<file path="config.mk">
export PLATFORM = sky130hd
export DESIGN_NAME = xds_ctrl
export DESIGN_NICKNAME = d
export VERILOG_FILES = /design/src/rtl/core/xds_pkg.sv /design/src/rtl/core/xds_ctrl.sv
export SDC_FILE = /design/constraint.sdc
export NUM_CORES = 1
export LEC_CHECK = 0
export BUFFER_PORTS_ARGS = -buffer_cell sky130_fd_sc_hd__clkbuf_2
export CORE_AREA = 2 2 39 41
export DETAILED_ROUTE_END_ITERATION = 8
export DIE_AREA = 0 0 41 43
export MAX_ROUTING_LAYER = met4
export PLACE_DENSITY = 0.33
export SYNTH_ARGS = -nofsm -noshare
export SYNTH_HDL_FRONTEND = slang
export SYNTH_SLANG_ARGS = --single-unit
</file>
<file path="constraint.sdc">
create_clock -name clk -period 1.14 [get_ports clk]
set_clock_uncertainty 0.1 [all_clocks]
set_input_delay 0.057 -clock clk [delete_from_list [all_inputs] [get_ports clk]]
set_output_delay 0.057 -clock clk [all_outputs]
set_load 0.02 [all_outputs]
</file>
<file path="src/rtl/core/xds_pkg.sv">
// ----------------------------------------------------------------------------
// xds_pkg
// shared types and codes of the xds packet deframer
// ----------------------------------------------------------------------------
`default_nettype none

package xds_pkg;

  localparam int CODE_W   = 7;
  localparam int CLS_W    = 3;
  localparam int CALC_W   = 10;

  localparam logic [CODE_W-1:0] HDR_LO    = 7'd1;
  localparam logic [CODE_W-1:0] HDR_HI    = 7'd14;
  localparam logic [CODE_W-1:0] TERM_CODE = 7'd15;
  localparam logic [CODE_W-1:0] CONT_LO   = 7'h20;

  typedef enum logic [2:0] {
    ST_IDLE,
    ST_LOOKUP,
    ST_EXEC,
    ST_WR2,
    ST_RD,
    ST_OUT
  } state_t;

  typedef struct packed {
    logic load;
    logic lookup;
    logic exec;
    logic wr2;
    logic rd;
    logic step;
  } cmd_t;

  typedef struct packed {
    logic emit_go;
    logic wr2_go;
    logic last;
  } status_t;

endpackage

`default_nettype wire

</file>
<file path="src/rtl/core/xds_ctrl.sv">
// ----------------------------------------------------------------------------
// xds_ctrl
// sequencer: accept, slot lookup, update, second store, payload burst
// ----------------------------------------------------------------------------
`default_nettype none

module xds_ctrl (
  input  wire              clk,
  input  wire              rst,
  input  wire              in_valid,
  output logic             in_ready,
  output logic             out_valid,
  input  wire              out_ready,
  input  xds_pkg::status_t st,
  output xds_pkg::cmd_t    cmd
);
  import xds_pkg::*;

  state_t state, state_next;

  always_ff @(posedge clk) begin
    if (rst) begin
      state <= ST_IDLE;
    end else begin
      state <= state_next;
    end
  end

  always_comb begin
    state_next = state;
    unique case (state)
      ST_IDLE: begin
        if (in_valid) state_next = ST_LOOKUP;
      end
      ST_LOOKUP: state_next = ST_EXEC;
      ST_EXEC: begin
        priority if (st.emit_go) state_next = ST_RD;
        else if (st.wr2_go) state_next = ST_WR2;
        else state_next = ST_IDLE;
      end
      ST_WR2: state_next = ST_IDLE;
      ST_RD: state_next = ST_OUT;
      ST_OUT: begin
        if (out_ready) state_next = st.last ? ST_IDLE : ST_RD;
      end
      default: state_next = ST_IDLE;
    endcase
  end

  always_comb begin
    in_ready   = 1'b0;
    out_valid  = 1'b0;
    cmd        = '0;
    unique case (state)
      ST_IDLE: begin
        in_ready = 1'b1;
        cmd.load = in_valid;
      end
      ST_LOOKUP: cmd.lookup = 1'b1;
      ST_EXEC:   cmd.exec = 1'b1;
      ST_WR2:    cmd.wr2 = 1'b1;
      ST_RD:     cmd.rd = 1'b1;
      ST_OUT: begin
        out_valid = 1'b1;
        cmd.step  = out_ready;
      end
      default: begin
        in_ready = 1'b0;
      end
    endcase
  end

endmodule

`default_nettype wire

</file>
======== Yosys cells after proc, flatten, opt, wreduce, memory -nomap -nowiden ========
Cells that the tools add are included.
operators by class
  $add $sub $neg .......................... 0
  multiply operators ...................... 0
  div/mod/pow operators ................... 0
  $lt $le $gt $ge ......................... 0
  eq/ne operators ......................... 7
  shift operators ......................... 0
  muxes and demuxes ....................... 14
  bitwise logic cells ..................... 0
  reduce and logical (&&, ||, !) cells .... 2
operators by type and width
  operator            count
  $pmux 3 s5          1
  $mux 3              4
  $mux 1              8
  $eq 3x2->1 const B  2
  $eq 3x3->1 const B  2
  $ne 2x2->1 const B  2
  $eq 3x1->1 const B  1
  $logic_not 3->1     1
  $mux 2              1
  $reduce_and 2->1    1
word-level totals
  bits in registers ....................... 3
  latch bits .............................. 0
  RAM bits ................................ 0
  ROM bits ................................ 0
  output and inout bits ................... 8
  memories kept ........................... 0

======== Logic depth before layout (Yosys ltp) ========
Gate-level depths: netlist (run 1).
  depth after elaboration ................. 3
  depth in mapped cells ................... 4
  depth with buffers taken out ............ 3

======== Worst setup path after synthesis (run 1) ========
No wires, ideal clock.
  path type ............................... reg-to-output
  start ................................... register state[0]
  end ..................................... output port cmd[5] in the netlist's numbering
  arrival ................................. 1.231 ns
  required time ........................... 0.983 ns
  path slack .............................. -0.248 ns
  cell stages (with the launch flop) ...... 3
  path through ............................ dfxtp_1 nor3_1 and2_1
RTL lines
  element                 line            RTL
  from (decl)             xds_ctrl.sv:19  state_t state, state_next;
  from (signal assigned)  xds_ctrl.sv:25  state <= state_next;
  to (decl)               xds_ctrl.sv:15  output xds_pkg::cmd_t cmd

==> implementation parameters, run 1 <==
Parameter                              Value

Logic synthesis
  Mapped Avg Cell Area ... 7.80 µm²
  Flip-flop and latch count after synthesis ... 3
  Post-Synthesis Cells ... 26
  Library cell occupying the most area in the post-synthesis netlist ... dfxtp_1
  Synth warnings ... 0
  Number of distinct library cell variants in the gate-level netlist after synthesis ... 15
  Fraction of post-synthesis cell area in the top cell type by area ... approximately 30%
  Synthesized Nets ... 33
  Netlist Area Pre-Place ... a little over 200 µm²
  Leading cell types by total area after synthesis ... dfxtp_1, a21oi_1, nor2_1, nor4b_2, and2_1
  Sequential element share of the synthesized area ... between 20 and 30%

Floorplanning
  Die Area ... approximately 0.0018 mm²
  Core area ... 0.00138 mm²
  Effective utilization at floorplan ... roughly 15%
  Die Y-Extent ... around 43 µm
  Count of standard-cell rows ... 14
  Count of boundary I/O pins ... 15
  Die outline width ... between 40 and 50 µm

Layout
  Post-route non-filler standard cell count ... 70
  Ratio of cells with drive above 1 in the final layout ... around three quarters
  Most frequent cells in the layout ... buf_4, clkbuf_2, buf_6
  Top flop regs ... state x3
  Total number of nets in the final design ... just over 60
  Layout-stage area growth over the synthesis result ... 158%
  Number of fillers in the final layout ... between 100 and 150
  Largest reg by FF count ... state
  Most common cell after layout, fill and taps aside ... buf_4
  Largest register FFs ... 3
  Antenna diode count ... 0

Worst setup path
  FF-to-FF End ... state[0]$_SDFFE_PP0P_
  Arrival time worst endpoint ... between 1 and 1.5 ns
  Sequence of cells on the critical path ... buf_6, nor3_4, and2_4, buf_8
  Family with the most delay on the worst path ... flip-flops
  Source of the worst register-to-register timing path ... state[1]$_SDFFE_PP0P_
  Register-to-register path setup slack ... -0.05 ns
  Maximum cell stage delay along the critical path ... between 0.3 and 0.4 ns
  Maximum fanout along the worst path ... 6
  Crit path kind ... flop to output port
  CP max stage cell ... dfxtp_2
  Required time of the worst setup path ... 0.98 ns
  Sort of element at the end of the critical path ... output port
  Total buffers and inverters traversed by the critical path ... 2
  Worst setup SP type ... flop
  Cell depth of the worst setup path ... 4
  Reg2Reg Depth ... 5

STA
  Setup repair after global routing missed its margin ... true
  Tcrit/Tclk final ... 109%
  Slew headroom ... 84.4%
  Max Freq ... between 0.8 and 0.9 GHz
  Fin worst setup slack ... -0.108 ns
  Post-layout min period ... between 1 and 1.5 ns
  Max Transition Viols Final ... 0
  Worst Tran Pin Value ... roughly 0.23 ns
  Final setup viols ... 8
  Final-report hold violation count ... 0

Hold path
  Path class of the lowest-slack min-delay path ... primary input to flop
  Startpoint of the worst hold path ... st[0]
  Hold Crit Endpoint ... state[2]$_SDFFE_PP0P_
  Hold path cells ... 3

Flow run
  Number of maximum-capacitance violations ... 0

GRT
  GRT Total Usage ... 11.2%
  First-pass GRT wire length ... 1250 µm
  Vias in the first global route ... around 310
  Residual overflow from global routing ... 0
  Antenna violations before repair ... 0
  Maximum number of pins on one net before global-route repair ... 8

Power and ir drop
  Internal cell power ... ~0.00035 W
  Combinational cell fraction of total power ... 37.0%
  Sequential Power Share ... about a quarter
  Switching power summed over all nets ... 0.000156 W
  Share of power burned in the clock network ... a little under two fifths
  Pwr per Cell Area ... 973 mW/mm²
  Sw frac ... 30.6%
  Peak supply drop ... approximately 470 µV
  Static power due to leakage ... between 0.2 and 0.25 nW

Routing
  Via-per-instance ratio ... ~4.3
  Number of routed nets with antenna violations ... 0
  DRT Wirelength ... slightly above 700 µm
  DRC violation total after the first TritonRoute iteration ... 0
  DRC viols ... 0
  Number of vias after detailed routing ... ~300
  Routed wirelength normalized by instance count ... between 10 and 15 µm
  First-pass iteration count of the detailed router ... 1

Place
  Cell total after placement ... between 50 and 60
  Pre-CTS setup slack ... 0.00147 ns
  Weighted congestion at the end of routability-driven global placement ... around 0.63
  Detailed placer's ending HPWL ... 445 µm
  Count of port buffers added during placement ... 14

Clock tree
  Sink Count ... 3
  Clock-pin transition on the worst setup and hold timing paths ... about 0.04 ns
  Inserted Clock Buffers ... 3
  Clock H-tree levels ... 1
  Clock Latency Late Sink ... 0.24 ns
  Clock tree from TritonCTS ... built
  Cell at the root of the clock tree ... clkbuf_4
  Max clock buf depth ... 2

Status
  Violated checks ... setup timing
  Run status ... finished, violations left
[cell usage after synthesis, drive strengths merged]
| cell | n |
|---|---|
| a211o | 1 |
| nor4b | 1 |
| o21ai | 1 |
| and2 | 2 |
| nor2 | 4 |
| nor3 | 1 |
| a31o | 1 |
| nand2b | 2 |
| a21oi | 3 |
| buf | 1 |
| nor3b | 1 |
| nand4 | 1 |
| and3 | 2 |
| inv | 2 |
| dfxtp | 3 |
[repair_timing]
item	in CTS	in global routing
setup endpoints to repair	8	10
resized for setup	21	16
pin swaps	3	2
hold buffers	2	0
endpoints found under the hold margin	3	0
buffers inserted	4	1
[through the flow]
stage	TNS, ns	hold slack, ns	utilization [%]	area [µm²]	total power [W]
floorplan	-0.0542	0.0261	-	221	0.000197
global placement	0	0.157	23.9	330	0.000243
detailed placement	0	0.162	23.9	330	0.000241
CTS	-0.763	0.0114	34.8	482	0.000495
global route	-0.957	0.0250	37.8	523	0.000549
finish	-0.489	0.0178	37.8	523	0.000509
[kinds of logic (layout without fill, tap and decap cells)]
logic type	Yosys count	after routing	synth area share (%)
and+or+nand+nor	14	14	42.6
AOI/OAI and AO/OA	6	6	18.5
DFF	3	3	29.6
buffers and inverters	3	31	9.26
[how the worst max path moves through the flow]
stage / to / from
final: cmd[5] / state[1]$_SDFFE_PP0P_
after global routing: cmd[5] / state[2]$_SDFFE_PP0P_
after CTS: cmd[5] / state[1]$_SDFFE_PP0P_
after detailed placement: cmd[0] / state[2]$_SDFFE_PP0P_
after global placement: cmd[0] / state[0]$_SDFFE_PP0P_
after floorplan: cmd[5] / state[0]$_SDFFE_PP0P_
[metal layers]
layer,wire [µm],GRT usage [%],vias up
li1,-,-,149
met1,244,9.62,138
met2,416,18.1,10
met3,46,4.71,2
met4,16,8.00,0
met5,0,-,-
[worst register-to-register path, cell delays in order, from the launching register on]
cell	delay, ns
dfxtp_2	0.31
buf_6	0.13
buf_4	0.13
buf_4	0.12
a211o_1	0.22
a21oi_1	0.11
[layout make-up]
cell class | instances | area, µm² | share of cell area [%]
Timing Repair Buffer | 25 | 216 | 41.4
Sequential cell | 3 | 68.8 | 13.2
Tap cell | 16 | 20.0 | 3.83
Multi-Input combinational cell | 20 | 181 | 34.7
Clock buffer | 4 | 26.3 | 5.02
Inverter | 2 | 10.0 | 1.91
[power groups by stage]
stage	combinational [W]	clock (W)	sequential (W)
after CTS	0.000166	0.000204	0.000124
after global placement	0.000118	0	0.000125
after global routing	0.000205	0.000214	0.000130
final	0.000188	0.000191	0.000129
after floorplan	0.0000734	0	0.000124
after detailed placement	0.000117	0	0.000124
(Power assumes the default switching activity.)
==> run 2, diff against run 1 <==
HOLD_SLACK_MARGIN = 0.06   (was unset)
clock period = 1.39 ns   (was 1.14 ns; I/O delays follow)
==> run 2 against run 1 <==
  * The run now ends clean
  * Final cell count decreased by 10%
  * Sequential power fell by 16%
  * Sequential share of layout area grew 4.1 points
  * Die area unchanged
  * Register-to-register slack improved by 0.35 ns
  * Combinational power fell by 54%
  * Worst hold slack better by 0.053 ns
  * Final area is 29% lower
  * Critical path type unchanged
  * Highest routed layer is now met3
==> implementation parameters, run 2 (synthesis gave the netlist of run 1 again) <==
Parameter                              Value

Routing
  DRC viols ... 0
  Via-per-instance ratio ... 3.86
  First-pass iteration count of the detailed router ... 4
  Number of routed nets with antenna violations ... 0
  Number of vias after detailed routing ... between 200 and 250
  DRT Wirelength ... approximately 510 µm
  Met2 Wirelength ... ~240 µm
  Total routed wire length on the met1 layer ... roughly 220 µm
  Routed wirelength normalized by instance count ... about 8.1 µm
  DRC violation total after the first TritonRoute iteration ... 2
  Highest metal used ... met3
  Met3 WL post-DR ... roughly 50 µm

Clock tree
  Clock Latency Late Sink ... about 0.23 ns
  Clock-pin transition on the worst setup and hold timing paths ... about 0.040 ns
  Clock H-tree levels ... 1
  Number of setup buffers added after CTS ... 0
  Inserted Clock Buffers ... 3
  Sink Count ... 3
  Cell at the root of the clock tree ... clkbuf_4
  Clock tree from TritonCTS ... built
  Max clock buf depth ... 2

Flow run
  Number of maximum-capacitance violations ... 0

Floorplanning
  Die outline width ... 41 µm
  Core area ... 0.00138 mm²
  Die Area ... 0.00176 mm²
  Effective utilization at floorplan ... roughly 15%
  Count of standard-cell rows ... 14
  Die Y-Extent ... about 43 µm
  Count of boundary I/O pins ... 15

Place
  Count of port buffers added during placement ... 14
  Weighted congestion at the end of routability-driven global placement ... 0.641
  Detailed placer's ending HPWL ... just over 400 µm

Layout
  Largest register FFs ... 3
  Most common cell after layout, fill and taps aside ... clkbuf_2
  Number of fillers in the final layout ... 170
  Total number of nets in the final design ... 55
  Antenna diode count ... 0
  Largest reg by FF count ... state
  Layout-stage area growth over the synthesis result ... 82.1%
  Top flop regs ... state x3
  Ratio of cells with drive above 1 in the final layout ... roughly 53%
  Most frequent cells in the layout ... clkbuf_2, nor2_1, dlygate4sd3_1

Power and ir drop
  Static power due to leakage ... between 0.15 and 0.2 nW
  Pwr per Cell Area ... around 940 mW/mm²
  Peak supply drop ... 322 µV

Worst setup path
  Maximum cell stage delay along the critical path ... 0.36 ns
  Arrival time worst endpoint ... approximately 1.1 ns
  Maximum fanout along the worst path ... 9
  Reg2Reg Depth ... 3
  Sort of element at the end of the critical path ... output port
  Sequence of cells on the critical path ... nand2b_4, nor2_1, and2_1, buf_2
  Source of the worst register-to-register timing path ... state[0]$_SDFFE_PP0P_
  Required time of the worst setup path ... 1.22 ns
  CP max stage cell ... dfxtp_2
  Start point of the critical path ... state[1]$_SDFFE_PP0P_
  FF-to-FF End ... state[0]$_SDFFE_PP0P_
  Total buffers and inverters traversed by the critical path ... 1
  Crit path kind ... flop to output port
  Family with the most delay on the worst path ... simple AND/OR/NAND/NOR gates
  Worst setup SP type ... flop
  Register-to-register path setup slack ... ~0.30 ns

Status
  Run status ... finished clean

STA
  Tcrit/Tclk final ... around 94%
  Slew headroom ... 83.7%
  Final-report hold violation count ... 0
  Final sum of negative setup slack ... 0 ns
  Setup repair after global routing missed its margin ... false
  Worst Tran Pin Value ... 0.245 ns
  Post-layout min period ... approximately 1.3 ns
  Max Transition Viols Final ... 0
  Worst hold margin ... between 0.07 and 0.08 ns
  Final setup viols ... 0
  Max Freq ... about 0.76 GHz

GRT
  First-pass GRT wire length ... ~800 µm
  Vias in the first global route ... 197
  Maximum number of pins on one net before global-route repair ... 10
  Residual overflow from global routing ... 0
  Antenna violations before repair ... 0
  GRT Total Usage ... 7.30%

Hold path
  Path class of the lowest-slack min-delay path ... primary input to flop
  Hold path cells ... 3
  Hold Crit Endpoint ... state[2]$_SDFFE_PP0P_
  Startpoint of the worst hold path ... out_ready
run 2: power breakdown:
| group | internal [W] | switching, W | total [W] |
|---|---|---|---|
| Combinational | 0.0000439 | 0.0000432 | 0.0000871 |
| Sequential | 0.0000942 | 0.0000142 | 0.000108 |
| Clock | 0.000107 | 0.0000436 | 0.000151 |
| Total | 0.000246 | 0.000101 | 0.000347 |
run 2: worst max path at each step:
stage | cells after the start | endpoint
after floorplan | 3 | state[1]$_SDFFE_PP0P_
after global placement | 4 | cmd[0]
after detailed placement | 4 | cmd[0]
after CTS | 4 | cmd[0]
after global routing | 4 | cmd[0]
final | 4 | cmd[0]
run 2: metal layers:
metal  vias to the layer above  GRT usage (%)
met5                         -              -
met4                         0           8.00
met3                         0           1.57
met2                         8           9.06
met1                       103           8.68
li1                        132              -
run 2: layout make-up:
class,count,area [µm²],area share [%]
sequential,3,63.8,17.3
timing repair buffer,18,110,29.8
tap,16,20.0,5.42
inverter,2,7.51,2.03
clock buffer,4,26.3,7.12
multi-input combinational,20,141,38.3
run 2: through the flow:
step	instance area, µm²	total power [W]	worst slack [ns]	std cells	util [%]
after floorplan	208	0.000158	0.0179	26	-
after detailed placement	287	0.000185	0.222	55	20.7
after global routing	369	0.000371	0.000633	63	26.7
after CTS	357	0.000355	0.0344	63	25.8
final	369	0.000347	0.0828	63	26.7
after global placement	287	0.000184	0.226	55	20.7
run 2: worst register-to-register path, cell delays in order, from the launching register on:
cell and delay, ns:
dfxtp_2 0.35, nor4b_2 0.31, o21ai_1 0.10, a21oi_1 0.15
run 2: timing repair:
item | in CTS | in global routing
gates resized for setup | 3 | 3
hold buffers | 4 | 0
hold endpoints to repair | 3 | 0
endpoints found under the setup margin | 2 | 2
pin swaps | 0 | 1
==> run 3, diff against run 2 <==
SETUP_SLACK_MARGIN = 0.3   (was unset)
==> run 3 against run 2 <==
  * Clock-buffer cell count unchanged
  * Utilization rose by 13 points
  * First-iteration DRC count down 100%
  * Register-to-register slack worse by 0.13 ns
  * Combinational power rose by 79%
  * Clock power about the same
  * Final area rose by 48%
  * Die area unchanged
  * Worst setup slack gained 0.048 ns
  * Largest cell class is now buffers
==> implementation parameters, run 3 (synthesis gave the netlist of run 1 again) <==
Parameter                              Value

STA
  Final-report hold violation count ... 0
  Worst Tran Pin Value ... about 0.22 ns
  Slew headroom ... between 80% and 90%
  Final sum of negative setup slack ... 0 ns
  Post-layout min period ... between 1 and 1.5 ns
  Final setup viols ... 0
  Worst hold margin ... roughly 0.077 ns
  Tcrit/Tclk final ... between 90% and 100%
  Setup repair after global routing missed its margin ... true
  Max Transition Viols Final ... 0
  Max Freq ... ~0.79 GHz

Floorplanning
  Die Y-Extent ... roughly 43 µm
  Count of standard-cell rows ... 14
  Die outline width ... 41 µm
  Count of boundary I/O pins ... 15
  Die Area ... 0.00176 mm²
  Core area ... between 0.001 and 0.0015 mm²
  Effective utilization at floorplan ... between 10 and 15%

Layout
  Total number of nets in the final design ... 63
  Post-route non-filler standard cell count ... between 70 and 80
  Top flop regs ... state x3
  Most frequent cells in the layout ... buf_4, clkbuf_2, buf_6
  Layout-stage area growth over the synthesis result ... 170%
  Final standard cell utilization of the core ... about two fifths
  Most common cell after layout, fill and taps aside ... buf_4
  FF+latch area ... roughly 71 µm²
  Antenna diode count ... 0
  Final design area excluding fillers ... 548 µm²
  Ratio of cells with drive above 1 in the final layout ... around 73%
  Combined area of the multi-input logic cells ... 191 µm²
  Largest register FFs ... 3
  Number of fillers in the final layout ... 131
  Largest reg by FF count ... state

Place
  Count of port buffers added during placement ... 14
  Weighted congestion at the end of routability-driven global placement ... 0.633
  Cell total after placement ... 56
  Placement-stage cell area ... 333 µm²

Clock tree
  Inserted Clock Buffers ... 3
  Clock tree from TritonCTS ... built
  Clock-pin transition on the worst setup and hold timing paths ... around 0.04 ns
  Max clock buf depth ... 2
  Clock H-tree levels ... 1
  Sink Count ... 3
  Clock Latency Late Sink ... roughly 0.23 ns
  Cell at the root of the clock tree ... clkbuf_4

Worst setup path
  Start point of the critical path ... state[0]$_SDFFE_PP0P_
  Required time of the worst setup path ... ~1.2 ns
  Source of the worst register-to-register timing path ... state[2]$_SDFFE_PP0P_
  Crit path kind ... flop to output port
  Worst setup SP type ... flop
  Sort of element at the end of the critical path ... output port
  Arrival time worst endpoint ... ~1.1 ns
  Maximum fanout along the worst path ... 7

GRT
  Maximum number of pins on one net before global-route repair ... 8
  Antenna violations before repair ... 0
  GRT Total Usage ... under 10%
  Vias in the first global route ... 257
  First-pass GRT wire length ... 952 µm
  Residual overflow from global routing ... 0

Routing
  Number of vias after detailed routing ... 289
  DRC violation total after the first TritonRoute iteration ... 0
  First-pass iteration count of the detailed router ... 1
  Number of routed nets with antenna violations ... 0
  Via-per-instance ratio ... between 4 and 5
  Routed wirelength normalized by instance count ... roughly 10 µm
  DRC viols ... 0
  DRT Wirelength ... between 700 and 800 µm

Power and ir drop
  Pwr per Cell Area ... about 760 mW/mm²
  Peak supply drop ... ~360 µV
  Static power due to leakage ... about 0.24 nW

Flow run
  Number of maximum-capacitance violations ... 0

Hold path
  Path class of the lowest-slack min-delay path ... primary input to flop
  Startpoint of the worst hold path ... out_ready

Status
  Run status ... finished clean
==> run 3: cell count changes in the layout (fill, tap and decap cells not counted), sizes merged <==
cell	change
buf	+12
clkbuf	-4
==> run 3: area by class of cell <==
class | instances | area share [%]
Tap cell | 16 | 3.65
Multi-Input combinational cell | 20 | 34.9
Sequential cell | 3 | 13.0
Clock buffer | 4 | 4.79
Inverter | 2 | 1.37
Timing Repair Buffer | 26 | 42.2
==> run 3: per-stage QoR <==
stage	setup slack [ns]	power [W]
after global placement	0.270	0.000206
after floorplan	0.282	0.000175
after CTS	0.123	0.000402
after global routing	0.0744	0.000448
final	0.130	0.000416
after detailed placement	0.267	0.000205
==> run 3: power breakdown <==
group          internal (W)  switching (W)
Sequential        0.0000917      0.0000162
Clock              0.000108      0.0000445
Combinational     0.0000928      0.0000630
Total              0.000292       0.000124
==> run 3: worst max-delay path, cell delays in order, from the launching register on <==
cell      delay [ns]
dfxtp_4         0.41
inv_2           0.08
nor2_4          0.11
and2_4          0.14
clkbuf_8        0.13
==> run 3: final timing paths <==
| path | slack [ns] | cells past startpoint | end |
|---|---|---|---|
| max | 0.13 | 4 | cmd[0] |
| min | 0.08 | 3 | state[2]$_SDFFE_PP0P_ |
| max reg2reg | 0.17 | 4 | state[0]$_SDFFE_PP0P_ |
| min reg2reg | 0.54 | 2 | state[0]$_SDFFE_PP0P_ |
==> run 3: repair_timing <==
| item | in CTS | in global routing |
|---|---|---|
| pin swaps | 3 | 1 |
| hold buffers | 4 | 0 |
| endpoints found under the hold margin | 3 | 0 |
| setup endpoints to repair | 10 | 10 |
| gates resized for setup | 15 | 18 |
| buffers inserted | 4 | 3 |
==> run 3: metal layers <==
layer / global-route usage (%) / vias to the layer above / part of all wire [%]
li1: - / 150 / -
met1: 8.36 / 131 / 38
met2: 12.8 / 8 / 55
met3: 3.14 / 0 / 6.4
met4: 8.00 / 0 / 0
met5: - / - / 0
